## src/fcs_pkg.sv

```systemverilog
`timescale 1ns / 1ps
// ----------------------------------------------------------------------------
// fcs_pkg
// Shared types and constants for the FIFO with content statistics.
// ----------------------------------------------------------------------------
package fcs_pkg;

    // fixed field widths
    localparam int VALUE_W  = 16;
    localparam int OP_W     = 2;
    localparam int STATUS_W = 2;
    localparam int COUNT_W  = 5;
    localparam int SUMOUT_W = 20;
    localparam int MEAN_W   = 24;
    localparam int FRAC_W   = 8;

    // saturation limits of the reported sum
    localparam int SUMOUT_MAX = 524287;
    localparam int SUMOUT_MIN = -524288;

    // operation codes
    localparam logic [OP_W-1:0] OP_PUSH  = 2'd0;
    localparam logic [OP_W-1:0] OP_POP   = 2'd1;
    localparam logic [OP_W-1:0] OP_CLEAR = 2'd2;

    // status codes
    localparam logic [STATUS_W-1:0] STATUS_OK    = 2'd0;
    localparam logic [STATUS_W-1:0] STATUS_FULL  = 2'd1;
    localparam logic [STATUS_W-1:0] STATUS_EMPTY = 2'd2;

    // sequencer states
    typedef enum logic [2:0] {
        S_IDLE,
        S_POP,
        S_WALK,
        S_DIV_START,
        S_DIV_WAIT,
        S_DONE
    } fcs_state_t;

    // divider status towards the sequencer
    typedef struct packed {
        logic busy;
        logic done;
    } fcs_div_stat_t;

endpackage

```

## src/fifo_with_content_statistics.sv

```systemverilog
`timescale 1ns / 1ps
// ----------------------------------------------------------------------------
// fifo_with_content_statistics
// Bounded FIFO of signed 16-bit values reporting count, sum, min, max and mean.
// ----------------------------------------------------------------------------
// Sequence: a pop first reads the head entry, then the RAM walk reads the N entries
// left after the operation, one read a cycle, and the bit-serial mean divider works
// out Q = 25 + clog2(DEPTH) quotient bits. An operation leaving the queue empty
// skips the divider. A new item is taken only once the last result is loaded into
// the output register; a result held by the receiver holds the input off.
// Reset: synchronous active-low aresetn empties the queue; RAM contents stay.
// ----------------------------------------------------------------------------
module fifo_with_content_statistics
    import fcs_pkg::*;
#(
    parameter int DEPTH = 16
) (
    input  logic          aclk,
    input  logic          aresetn,
    // input channel
    input  logic          s_tvalid,
    output logic          s_tready,
    input  logic [15:0]   s_tdata,   // [15:0] value
    input  logic [1:0]    s_tuser,   // [1:0] op
    // result channel
    output logic          m_tvalid,
    input  logic          m_tready,
    output logic [103:0]  m_tdata,   // [15:0] removed_value, [20:16] entry_count,
                                     // [40:21] sum_of_entries, [56:41] smallest,
                                     // [72:57] largest, [96:73] mean_q8, rest zero
    output logic [1:0]    m_tuser    // [1:0] status
);

    // derived widths
    localparam int PTR_W = $clog2(DEPTH);
    localparam int CNT_W = $clog2(DEPTH + 1);
    localparam int SUM_W = VALUE_W + 1 + $clog2(DEPTH);   // exact running total
    localparam int DIV_W = SUM_W + FRAC_W;                // |sum| * 256

    // sequencer and queue state
    fcs_state_t state_reg, state_next;
    logic [PTR_W-1:0] head_reg, head_next;
    logic [PTR_W-1:0] tail_reg, tail_next;
    logic [CNT_W-1:0] count_reg, count_next;

    // item registers
    logic [OP_W-1:0]     op_reg, op_next;
    logic [STATUS_W-1:0] status_reg, status_next;
    logic [VALUE_W-1:0]  removed_reg, removed_next;

    // walk and statistics accumulator
    logic [PTR_W-1:0]          walk_ptr_reg, walk_ptr_next;
    logic [CNT_W-1:0]          issue_reg, issue_next;
    logic                      rvalid_reg, rvalid_next;
    logic signed [SUM_W-1:0]   sum_reg, sum_next;
    logic signed [VALUE_W-1:0] lo_reg, lo_next;
    logic signed [VALUE_W-1:0] hi_reg, hi_next;

    // output register
    logic                m_tvalid_reg, m_tvalid_next;
    logic [103:0]        m_tdata_reg, m_tdata_next;
    logic [STATUS_W-1:0] m_tuser_reg, m_tuser_next;

    // control
    logic s_fire;
    logic ram_wr_en, ram_rd_en;
    logic [PTR_W-1:0]   ram_rd_addr;
    logic [VALUE_W-1:0] ram_rd_data;
    logic div_start;
    logic load_out;
    fcs_div_stat_t div_stat;
    logic [DIV_W-1:0] div_quot;

    // datapath helpers
    logic signed [VALUE_W-1:0] rd_entry;
    logic [SUM_W-1:0]          sum_abs;
    logic [DIV_W-1:0]          mean_mag;
    logic signed [31:0]        sum_wide;
    logic signed [31:0]        sum_sat;
    logic [MEAN_W-1:0]         mean_out;
    logic [COUNT_W-1:0]        count_out;

    function automatic logic [PTR_W-1:0] ptr_inc(input logic [PTR_W-1:0] p);
        logic [PTR_W-1:0] r;
        r = (p == PTR_W'(DEPTH - 1)) ? '0 : p + 1'b1;
        return r;
    endfunction

    assign s_fire   = s_tvalid && s_tready;
    assign rd_entry = $signed(ram_rd_data);

    fcs_ram #(
        .WIDTH (VALUE_W),
        .DEPTH (DEPTH)
    ) u_ram (
        .aclk    (aclk),
        .wr_en   (ram_wr_en),
        .wr_addr (tail_reg),
        .wr_data (s_tdata),
        .rd_en   (ram_rd_en),
        .rd_addr (ram_rd_addr),
        .rd_data (ram_rd_data)
    );

    fcs_div #(
        .DIVIDEND_W (DIV_W),
        .DIVISOR_W  (CNT_W)
    ) u_div (
        .aclk     (aclk),
        .aresetn  (aresetn),
        .start    (div_start),
        .dividend ({sum_abs, {FRAC_W{1'b0}}}),
        .divisor  (count_reg),
        .stat     (div_stat),
        .quotient (div_quot)
    );

    // next state
    always_comb begin
        state_next = state_reg;
        case (state_reg)
            S_IDLE: begin
                if (s_fire) begin
                    state_next = (s_tuser == OP_POP && count_reg != '0) ? S_POP : S_WALK;
                end
            end
            S_POP: begin
                state_next = S_WALK;
            end
            S_WALK: begin
                if (issue_reg == count_reg && !rvalid_reg) begin
                    state_next = (count_reg != '0) ? S_DIV_START : S_DONE;
                end
            end
            S_DIV_START: begin
                state_next = S_DIV_WAIT;
            end
            S_DIV_WAIT: begin
                if (div_stat.done) begin
                    state_next = S_DONE;
                end
            end
            S_DONE: begin
                if (!m_tvalid_reg || m_tready) begin
                    state_next = S_IDLE;
                end
            end
            default: begin
                state_next = S_IDLE;
            end
        endcase
    end

    // control outputs
    always_comb begin
        s_tready    = 1'b0;
        ram_wr_en   = 1'b0;
        ram_rd_en   = 1'b0;
        ram_rd_addr = head_reg;
        div_start   = 1'b0;
        load_out    = 1'b0;
        case (state_reg)
            S_IDLE: begin
                // hold off transfers while in reset
                s_tready  = aresetn;
                // write on push, fetch the head in case this is a pop
                ram_wr_en = s_fire && s_tuser == OP_PUSH && count_reg != CNT_W'(DEPTH);
                ram_rd_en = 1'b1;
            end
            S_WALK: begin
                ram_rd_en   = issue_reg != count_reg;
                ram_rd_addr = walk_ptr_reg;
            end
            S_DIV_START: begin
                div_start = 1'b1;
            end
            S_DONE: begin
                load_out = !m_tvalid_reg || m_tready;
            end
            default: begin
                s_tready = 1'b0;
            end
        endcase
    end

    // result formatting
    always_comb begin
        sum_abs   = sum_reg[SUM_W-1] ? SUM_W'(-sum_reg) : SUM_W'(sum_reg);
        mean_mag  = sum_reg[SUM_W-1] ? DIV_W'(-div_quot) : div_quot;
        mean_out  = (count_reg != '0) ? mean_mag[MEAN_W-1:0] : '0;
        sum_wide  = 32'(sum_reg);
        sum_sat   = sum_wide;
        if (sum_wide > SUMOUT_MAX) begin
            sum_sat = SUMOUT_MAX;
        end else if (sum_wide < SUMOUT_MIN) begin
            sum_sat = SUMOUT_MIN;
        end
        count_out = COUNT_W'(count_reg);
    end

    // datapath
    always_comb begin
        head_next     = head_reg;
        tail_next     = tail_reg;
        count_next    = count_reg;
        op_next       = op_reg;
        status_next   = status_reg;
        removed_next  = removed_reg;
        walk_ptr_next = walk_ptr_reg;
        issue_next    = issue_reg;
        rvalid_next   = 1'b0;
        sum_next      = sum_reg;
        lo_next       = lo_reg;
        hi_next       = hi_reg;
        m_tvalid_next = m_tvalid_reg;
        m_tdata_next  = m_tdata_reg;
        m_tuser_next  = m_tuser_reg;

        // drop the result once taken
        if (m_tvalid_reg && m_tready) begin
            m_tvalid_next = 1'b0;
        end

        case (state_reg)
            S_IDLE: begin
                if (s_fire) begin
                    op_next       = s_tuser;
                    status_next   = STATUS_OK;
                    removed_next  = '0;
                    walk_ptr_next = head_reg;
                    case (s_tuser)
                        OP_PUSH: begin
                            if (count_reg == CNT_W'(DEPTH)) begin
                                status_next = STATUS_FULL;
                            end else begin
                                tail_next  = ptr_inc(tail_reg);
                                count_next = count_reg + 1'b1;
                            end
                        end
                        OP_POP: begin
                            if (count_reg == '0) begin
                                status_next = STATUS_EMPTY;
                            end
                        end
                        OP_CLEAR: begin
                            if (count_reg == '0) begin
                                status_next = STATUS_EMPTY;
                            end else begin
                                head_next     = '0;
                                tail_next     = '0;
                                count_next    = '0;
                                walk_ptr_next = '0;
                            end
                        end
                        default: begin
                            status_next = STATUS_OK;
                        end
                    endcase
                    issue_next = '0;
                    sum_next   = '0;
                    lo_next    = 16'sh7fff;
                    hi_next    = -16'sh8000;
                end
            end
            S_POP: begin
                // head word arrives from the RAM now
                removed_next  = ram_rd_data;
                head_next     = ptr_inc(head_reg);
                count_next    = count_reg - 1'b1;
                walk_ptr_next = ptr_inc(head_reg);
            end
            S_WALK: begin
                if (issue_reg != count_reg) begin
                    walk_ptr_next = ptr_inc(walk_ptr_reg);
                    issue_next    = issue_reg + 1'b1;
                    rvalid_next   = 1'b1;
                end
                if (rvalid_reg) begin
                    sum_next = sum_reg + SUM_W'(rd_entry);
                    if (rd_entry < lo_reg) begin
                        lo_next = rd_entry;
                    end
                    if (rd_entry > hi_reg) begin
                        hi_next = rd_entry;
                    end
                end
            end
            S_DONE: begin
                if (load_out) begin
                    m_tvalid_next = 1'b1;
                    m_tuser_next  = status_reg;
                    m_tdata_next  = '0;
                    m_tdata_next[15:0]  = removed_reg;
                    m_tdata_next[20:16] = count_out;
                    m_tdata_next[40:21] = SUMOUT_W'(sum_sat);
                    m_tdata_next[56:41] = (count_reg != '0) ? lo_reg : '0;
                    m_tdata_next[72:57] = (count_reg != '0) ? hi_reg : '0;
                    m_tdata_next[96:73] = mean_out;
                end
            end
            default: begin
                rvalid_next = 1'b0;
            end
        endcase
    end

    always_ff @(posedge aclk) begin
        if (!aresetn) begin
            state_reg    <= S_IDLE;
            head_reg     <= '0;
            tail_reg     <= '0;
            count_reg    <= '0;
            issue_reg    <= '0;
            rvalid_reg   <= 1'b0;
            m_tvalid_reg <= 1'b0;
        end else begin
            state_reg    <= state_next;
            head_reg     <= head_next;
            tail_reg     <= tail_next;
            count_reg    <= count_next;
            issue_reg    <= issue_next;
            rvalid_reg   <= rvalid_next;
            m_tvalid_reg <= m_tvalid_next;
        end
        op_reg       <= op_next;
        status_reg   <= status_next;
        removed_reg  <= removed_next;
        walk_ptr_reg <= walk_ptr_next;
        sum_reg      <= sum_next;
        lo_reg       <= lo_next;
        hi_reg       <= hi_next;
        m_tdata_reg  <= m_tdata_next;
        m_tuser_reg  <= m_tuser_next;
    end

    assign m_tvalid = m_tvalid_reg;
    assign m_tdata  = m_tdata_reg;
    assign m_tuser  = m_tuser_reg;

    // occupancy stays within the queue depth
    assert property (@(posedge aclk) disable iff (!aresetn)
        count_reg <= CNT_W'(DEPTH))
        else $error("occupancy beyond depth");

    // no new transfer is taken while the divider works
    assert property (@(posedge aclk) disable iff (!aresetn)
        div_stat.busy |-> !s_tready)
        else $error("input ready during division");

    // an accepted push to a queue with room adds exactly one entry
    assert property (@(posedge aclk) disable iff (!aresetn)
        (s_fire && s_tuser == OP_PUSH && count_reg != CNT_W'(DEPTH))
        |=> count_reg == $past(count_reg) + 1'b1)
        else $error("push did not grow the queue");

    // a push leaving the queue full never reports empty status
    assert property (@(posedge aclk) disable iff (!aresetn)
        (state_reg == S_DONE && op_reg == OP_PUSH && count_reg == CNT_W'(DEPTH))
        |-> status_reg != STATUS_EMPTY)
        else $error("push reported empty status");

    // the read pipeline is only active during the walk
    assert property (@(posedge aclk) disable iff (!aresetn)
        rvalid_reg |-> $past(state_reg) == S_WALK)
        else $error("entry read outside the walk");

endmodule

```

## src/fcs_ram.sv

```systemverilog
`timescale 1ns / 1ps
// ----------------------------------------------------------------------------
// fcs_ram
// Generic simple dual-port RAM, one write port, one registered read port.
// ----------------------------------------------------------------------------
module fcs_ram #(
    parameter int WIDTH = 16,
    parameter int DEPTH = 16
) (
    input  logic                     aclk,
    input  logic                     wr_en,
    input  logic [$clog2(DEPTH)-1:0] wr_addr,
    input  logic [WIDTH-1:0]         wr_data,
    input  logic                     rd_en,
    input  logic [$clog2(DEPTH)-1:0] rd_addr,
    output logic [WIDTH-1:0]         rd_data
);

    logic [WIDTH-1:0] mem [DEPTH];

    always_ff @(posedge aclk) begin
        if (wr_en) begin
            mem[wr_addr] <= wr_data;
        end
        if (rd_en) begin
            rd_data <= mem[rd_addr];
        end
    end

endmodule

```

## src/fcs_div.sv

```systemverilog
`timescale 1ns / 1ps
// ----------------------------------------------------------------------------
// fcs_div
// Restoring unsigned divider, one quotient bit per cycle.
// ----------------------------------------------------------------------------
module fcs_div
    import fcs_pkg::*;
#(
    parameter int DIVIDEND_W = 28,
    parameter int DIVISOR_W  = 5
) (
    input  logic                  aclk,
    input  logic                  aresetn,
    input  logic                  start,
    input  logic [DIVIDEND_W-1:0] dividend,
    input  logic [DIVISOR_W-1:0]  divisor,
    output fcs_div_stat_t         stat,
    output logic [DIVIDEND_W-1:0] quotient
);

    localparam int ITER_W = $clog2(DIVIDEND_W + 1);

    logic                  busy_reg, busy_next;
    logic                  done_reg, done_next;
    logic [ITER_W-1:0]     iter_reg, iter_next;
    logic [DIVISOR_W-1:0]  rem_reg, rem_next;
    logic [DIVISOR_W-1:0]  dvs_reg, dvs_next;
    logic [DIVIDEND_W-1:0] quo_reg, quo_next;
    logic [DIVISOR_W:0]    trial;
    logic [DIVISOR_W:0]    diff;

    always_comb begin
        trial     = {rem_reg, quo_reg[DIVIDEND_W-1]};
        diff      = trial - {1'b0, dvs_reg};
        busy_next = busy_reg;
        done_next = 1'b0;
        iter_next = iter_reg;
        rem_next  = rem_reg;
        dvs_next  = dvs_reg;
        quo_next  = quo_reg;
        if (start) begin
            busy_next = 1'b1;
            iter_next = '0;
            rem_next  = '0;
            dvs_next  = divisor;
            quo_next  = dividend;
        end else if (busy_reg) begin
            // subtract when the shifted remainder covers the divisor
            if (trial >= {1'b0, dvs_reg}) begin
                rem_next = diff[DIVISOR_W-1:0];
                quo_next = {quo_reg[DIVIDEND_W-2:0], 1'b1};
            end else begin
                rem_next = trial[DIVISOR_W-1:0];
                quo_next = {quo_reg[DIVIDEND_W-2:0], 1'b0};
            end
            iter_next = iter_reg + 1'b1;
            if (iter_reg == ITER_W'(DIVIDEND_W - 1)) begin
                busy_next = 1'b0;
                done_next = 1'b1;
            end
        end
    end

    always_ff @(posedge aclk) begin
        if (!aresetn) begin
            busy_reg <= 1'b0;
            done_reg <= 1'b0;
            iter_reg <= '0;
        end else begin
            busy_reg <= busy_next;
            done_reg <= done_next;
            iter_reg <= iter_next;
        end
        rem_reg <= rem_next;
        dvs_reg <= dvs_next;
        quo_reg <= quo_next;
    end

    assign stat.busy = busy_reg;
    assign stat.done = done_reg;
    assign quotient  = quo_reg;

endmodule

```

## config.mk

```make
export PLATFORM = sky130hd
export DESIGN_NAME = fifo_with_content_statistics
export DESIGN_NICKNAME = d
export VERILOG_FILES = /design/src/fcs_pkg.sv /design/src/fifo_with_content_statistics.sv /design/src/fcs_ram.sv /design/src/fcs_div.sv
export SDC_FILE = /design/constraint.sdc
export NUM_CORES = 1
export LEC_CHECK = 0
export BUFFER_PORTS_ARGS = -buffer_cell sky130_fd_sc_hd__clkbuf_2
export CORE_UTILIZATION = 40
export DETAILED_ROUTE_END_ITERATION = 8
export MAX_ROUTING_LAYER = met4
export SLEW_MARGIN = 20
export SYNTH_ARGS = -nofsm -noshare
export SYNTH_HDL_FRONTEND = slang
export SYNTH_SLANG_ARGS = --single-unit
```

## constraint.sdc

```tcl
create_clock -name aclk -period 5.5 [get_ports aclk]
set_clock_uncertainty 0.2 [all_clocks]
set_input_delay 0.55 -clock aclk [delete_from_list [all_inputs] [get_ports aclk]]
set_output_delay 0.55 -clock aclk [all_outputs]
set_load 0.02 [all_outputs]
```

# == Word level (Yosys, flattened, before mapping) ==
# Memories as Yosys holds them, arrays and structs flattened. A register that Yosys moved wholly into a read port is not among the register bits.
# Cells that the tools add are included.
# op_classes
shift,0
add_sub_neg,11
order_cmp,5
n_mux,66
n_div,0
reduce_logical,33
bitwise,2
mul,0
eq_ne,28
# op_table
operator,count
$mux 16,7
$pmux 16 s2,3
$mux 21,3
$mux 29,2
$pmux 21 s2,1
$mux 4,10
$mux 5,6
$pmux 5 s2,3
$mux 24,1
$neg 24->24,1
$add 21x16->21,1
$gt 21x20->1 const B,1
$lt 21x20->1 const B,1
$neg 21->21,1
$mux 20,1
$ne 2x2->1 const B,9
$pmux 3 s6,1
$gt 16x16->1,1
$lt 16x16->1,1
$mux 1,16
$pmux 4 s2,2
$add 5x1->5 const B,3
$mux 3,5
$add 4x1->4 const B,3
other kinds (35),62
# word_totals
mem_count,1
romBits,0
input_bits,22
register_bits,243
mem_bits_rw,256
output_inout_bits,108
latchBits,0
# memory_table
memory,words,word_bits,rd,rd_clocked_by_memory_dff,wr,line_no,text
u_ram.mem,16,16,1,1,1,fcs_ram.sv:19,logic [WIDTH-1:0] mem [DEPTH];

# == Longest topological paths before layout ==
# logic_depth
ltp_word,8
depth_mapped,10

# == Hierarchy ==
# From an unflattened synthesis, not the netlist that was laid out.
# unflattened
hier_cells,1577
hier_area_um2,22922.0
# by_module_without_submodules
mod,area_each_um2,cells_each,n_inst
fifo_with_content_statistics,10600.2,988,1
fcs_ram,10202.3,432,1
fcs_div,2119.5,157,1

# == Worst setup path before layout ==
# No wires, ideal clock.
# synth_path
path_kind,reg-to-reg
start,register state_reg[0]
end,"register m_tdata_reg[0], in the netlist m_tdata[0] (enable)"
setup_slack_ns,-0.459
required_ns,4.732
path_stages_with_launch,4
arrival_ns,5.191
period_less_slack_ns,5.959
n_path_buf,1
path_cell_list,dfxtp_1 clkbuf_1 nand3b_1 nor2b_1
# synth_via
elab_chain_cells,3
# synth_lines
element,line_no,text
"start, declared",fifo_with_content_statistics.sv:41,"fcs_state_t state_reg, state_next;"
"start signal, assigned",fifo_with_content_statistics.sv:317,state_reg <= state_next;
$eq 3x3->1 (*),"fifo_with_content_statistics.sv:162, fifo_with_content_statistics.sv:224",
$mux 1,fifo_with_content_statistics.sv:162,case (state_reg)
$reduce_and 2->1 (no source line) (*),-,
"end signal, assigned",fifo_with_content_statistics.sv:332,m_tdata_reg <= m_tdata_next;
"end, declared",fifo_with_content_statistics.sv:61,"logic [103:0] m_tdata_reg, m_tdata_next;"
# Every way passes the cells marked *; elsewhere a longest branch is shown, timed or not.
# A chain may end at the register's enable or synchronous reset.

# == Worst setup path in the final report ==
# layout_path
start,register state_reg[1]
end,"register u_ram.rd_data[3] (read register of u_ram.mem), data pin"
# layout_via
elab_chain_cells,2
elab_cells_between_ends,4
# layout_lines
element,line_no,text
$eq 3x2->1 or $logic_not 3->1 (tied branches),fifo_with_content_statistics.sv:162,
$pmux 1 s2 or $mux 4 (tied branches),fifo_with_content_statistics.sv:162,
"end, declared",fcs_ram.sv:16,output logic [WIDTH-1:0] rd_data
# Several ways; a longest one is shown, not always the timed one.

==> flow_metrics.py <==
metrics = {
    "cts": {
        "htree_levels": 2,
        "post_cts_resized": 0,
        "post-cts-setup-buffers": 0,
        "clk_pin_slew_ps": 60,
        "cts_hold_repair.buffers": 0,
        "root_buffer": "clkbuf_16",
        "cts_tree": "yes",
        "clock_path_buffers": 3,
        "cts_sinks": 515,
        "insertion_delay_ps": 610,
        "cts_buffers": 54,
    },
    "outcome": {
        "status": "complete, no violations",
    },
    "hold_path": {
        "min_to": "count_out[4]",
        "worstHoldPathType": "in2reg",
        "min_path_cells": 2,
        "holdCritStartpoint": "aresetn",
    },
    "floorplanning": {
        "dieArea_sq_um": 58700,
        "coreArea_sq_um": 56700,
        "ioPinCount": 130,
        "row_count": 87,
        "die_y_microns": 242,
        "start_util_pct": 40.7,
        "die_x_microns": 242,
    },
    "cells_and_area": {
        "layout-drive-gt1-share_pct": 13.1,
        "final_util_pct": 46.5,
        "area_growth_pct": 14.2,
        "largest_register_ff_count": 256,
        "n_fill_cell": 5117,
        "n_antenna_cell": 0,
        "final_cell_area_sq_um": 26400,
        "nets": 2130,
    },
    "yosys": {
        "synth_cell_types": 69,
        "yosysSeqAreaShare_pct": 65.1,
        "synth_area_leaders": "edfxtp_1 (61%), nand2_1 (5.3%), ha_1 (4.0%), dfxtp_1 (3.7%), nor2_1 (2.3%)",
        "synth.ff_latch_count": 515,
        "yosys.area.top_type": "edfxtp_1",
        "synth_ff_type": "edfxtp_1",
        "synth_warnings": 0,
        "netlist_area_sq_um": 23100,
        "synth_top_area_share_pct": 61.4,
        "synth_cells": 1919,
        "yosys-top-cells-count": "edfxtp_1 (472), nand2_1 (324), nor2_1 (142)",
        "syn_avg_cell_area_sq_um": 12.0,
        "async_reset_ff_share_pct": 0,
        "synth.most_common_cell": "edfxtp_1",
        "synth_edf_count": 472,
    },
    "worst_setup_path": {
        "r2r_start": "state_reg[1]",
        "reg2reg_depth": 8,
        "endpoint_kind": "register",
        "cp_data_required_time_ps": 5620,
        "cp_max_fo": 91,
        "r2r-end": "u_ram.rd_data[3]",
        "arrival_ps": 3900,
        "worst_setup_path_start_kind": "register",
        "critical_path_class": "reg2reg",
        "rrSetupSlack_ps": 1720,
    },
    "sta": {
        "setup_viol": 0,
        "rsz0062_at_grt": "no",
        "fin_crit_ps": 3780,
        "setup-tns-final_ps": 0,
        "worst_pin_slew_ps": 1010,
        "min_period_over_period_pct": 68.7,
        "hold_viol_final": 0,
        "maxSlewViolCount": 0,
        "fmax_mhz": 265,
        "relSlewSlack_pct": 32.6,
    },
    "global_routing": {
        "antenna_found_initial": 1,
        "grt_start_max_net_pins": 129,
        "grt-ovfl-total": 0,
        "grt_pass1_wl_microns": 86000,
        "grt_usage_pct": 19.3,
        "first_global_vias": 14901,
    },
    "pwr": {
        "power.density_nw_per_um2": 439,
        "p_leak_nw": 9.90,
        "ir_drop_mv": 0.338,
    },
    "placed_design": {
        "dp_hpwl_microns": 35700,
        "numPortBuffers": 122,
        "place_congestion": 0.870,
        "postPlaceCellArea_sq_um": 24600,
    },
    "routing": {
        "vias": 15055,
        "routedWlPerCell_microns": 19.4,
        "drt-initial-drc-count": 1212,
        "drc": 0,
        "dr.pass1.iters": 5,
        "vias_per_cell": 5.31,
        "antenna_left": 0,
        "wirelength_microns": 55100,
    },
    "job": {
        "maxCapViolCount": 0,
    },
}
==> cell families after synthesis <==
logic type	count (synthesis)	synth area share (%)
muxes	19	0.834
xor gates and xnor gates	76	2.88
DFF	515	65.1
AOI/OAI and AO/OA	342	9.68
and+or+nand+nor	722	14.3
adders and majority gates	76	4.18
buffers and inverters	168	3.01
other	1	0.0162
==> placed cells by master (no fill, tap or decap), drive strengths merged, types with 5 or more instances in the layout <==
cell	netlist	layout
or3	8	8
ha	74	74
o221ai	18	18
a31oi	40	40
xor2	42	42
o31ai	12	12
and3	20	20
dfxtp	43	43
a211oi	39	39
and2	54	54
buf	44	33
nand4	16	16
nor2b	12	12
edfxtp	472	472
o21ai	90	90
nand2	334	334
a21boi	6	6
inv	64	65
a21oi	51	51
xnor2	34	34
a22oi	19	19
a21o	22	22
nor2	143	143
o41ai	7	7
conb	1	7
clkbuf	60	191
mux2i	17	17
clkinvlp	0	5
nor3	12	12
o21a	6	6
nand3	70	70
or4	7	7
nand2b	25	25
clkinv	0	22
==> report_power, final <==
part | total, mW | switching (mW) | internal [mW]
clock network | 3.66 | 1.54 | 2.12
logic | 2.91 | 1.83 | 1.08
registers | 5.02 | 0.373 | 4.65
total | 11.6 | 3.74 | 7.85
==> per-stage QoR <==
step	worst slack, ps	power, mW	hold slack (ps)	cells
5_1_grt	1530	12.2	78.7	2833
6_report	1720	11.6	95.9	2833
3_5_place_dp	1800	8.00	209	2732
3_3_place_gp	1820	7.95	209	2732
4_1_cts	1770	11.7	54.1	2833
2_1_floorplan	1090	7.07	200	1925
==> cell type report <==
cell class	instances	area [sq um]	area share [%]
timing repair buffer	155	883	3.35
tap	756	946	3.59
sequential	515	15000	57.0
clock inverter	32	289	1.10
clock buffer	69	1500	5.69
inverter	64	240	0.911
multi-input combinational	1242	7480	28.4
==> metal layers <==
metal,share of wire [%],GRT usage [%]
met5,0,-
met4,2.3,5.58
met3,5.3,3.02
met2,48,31.1
met1,44,25.2
==> worst max-delay path by stage <==
stage                  from          endpoint  slack, ps  cells after the start
2_1_floorplan       aresetn         lo_reg[0]       1090                      4
3_3_place_gp   state_reg[1]  u_ram.rd_data[3]       1820                      8
3_5_place_dp   state_reg[1]  u_ram.rd_data[1]       1800                      8
4_1_cts        state_reg[1]  u_ram.rd_data[3]       1770                      8
5_1_grt        state_reg[1]  u_ram.rd_data[4]       1530                      8
6_report       state_reg[1]  u_ram.rd_data[3]       1720                      8
==> critical path, stage by stage (launching register included) <==
cell and delay [ps]:
dfxtp_1 630, nor3b_4 310, mux2_4 640, buf_4 420, and2_1 210, a211oi_1 220
a31oi_1 100, a22oi_1 490, o221ai_1 210
Power figures use the tool's default switching activity.
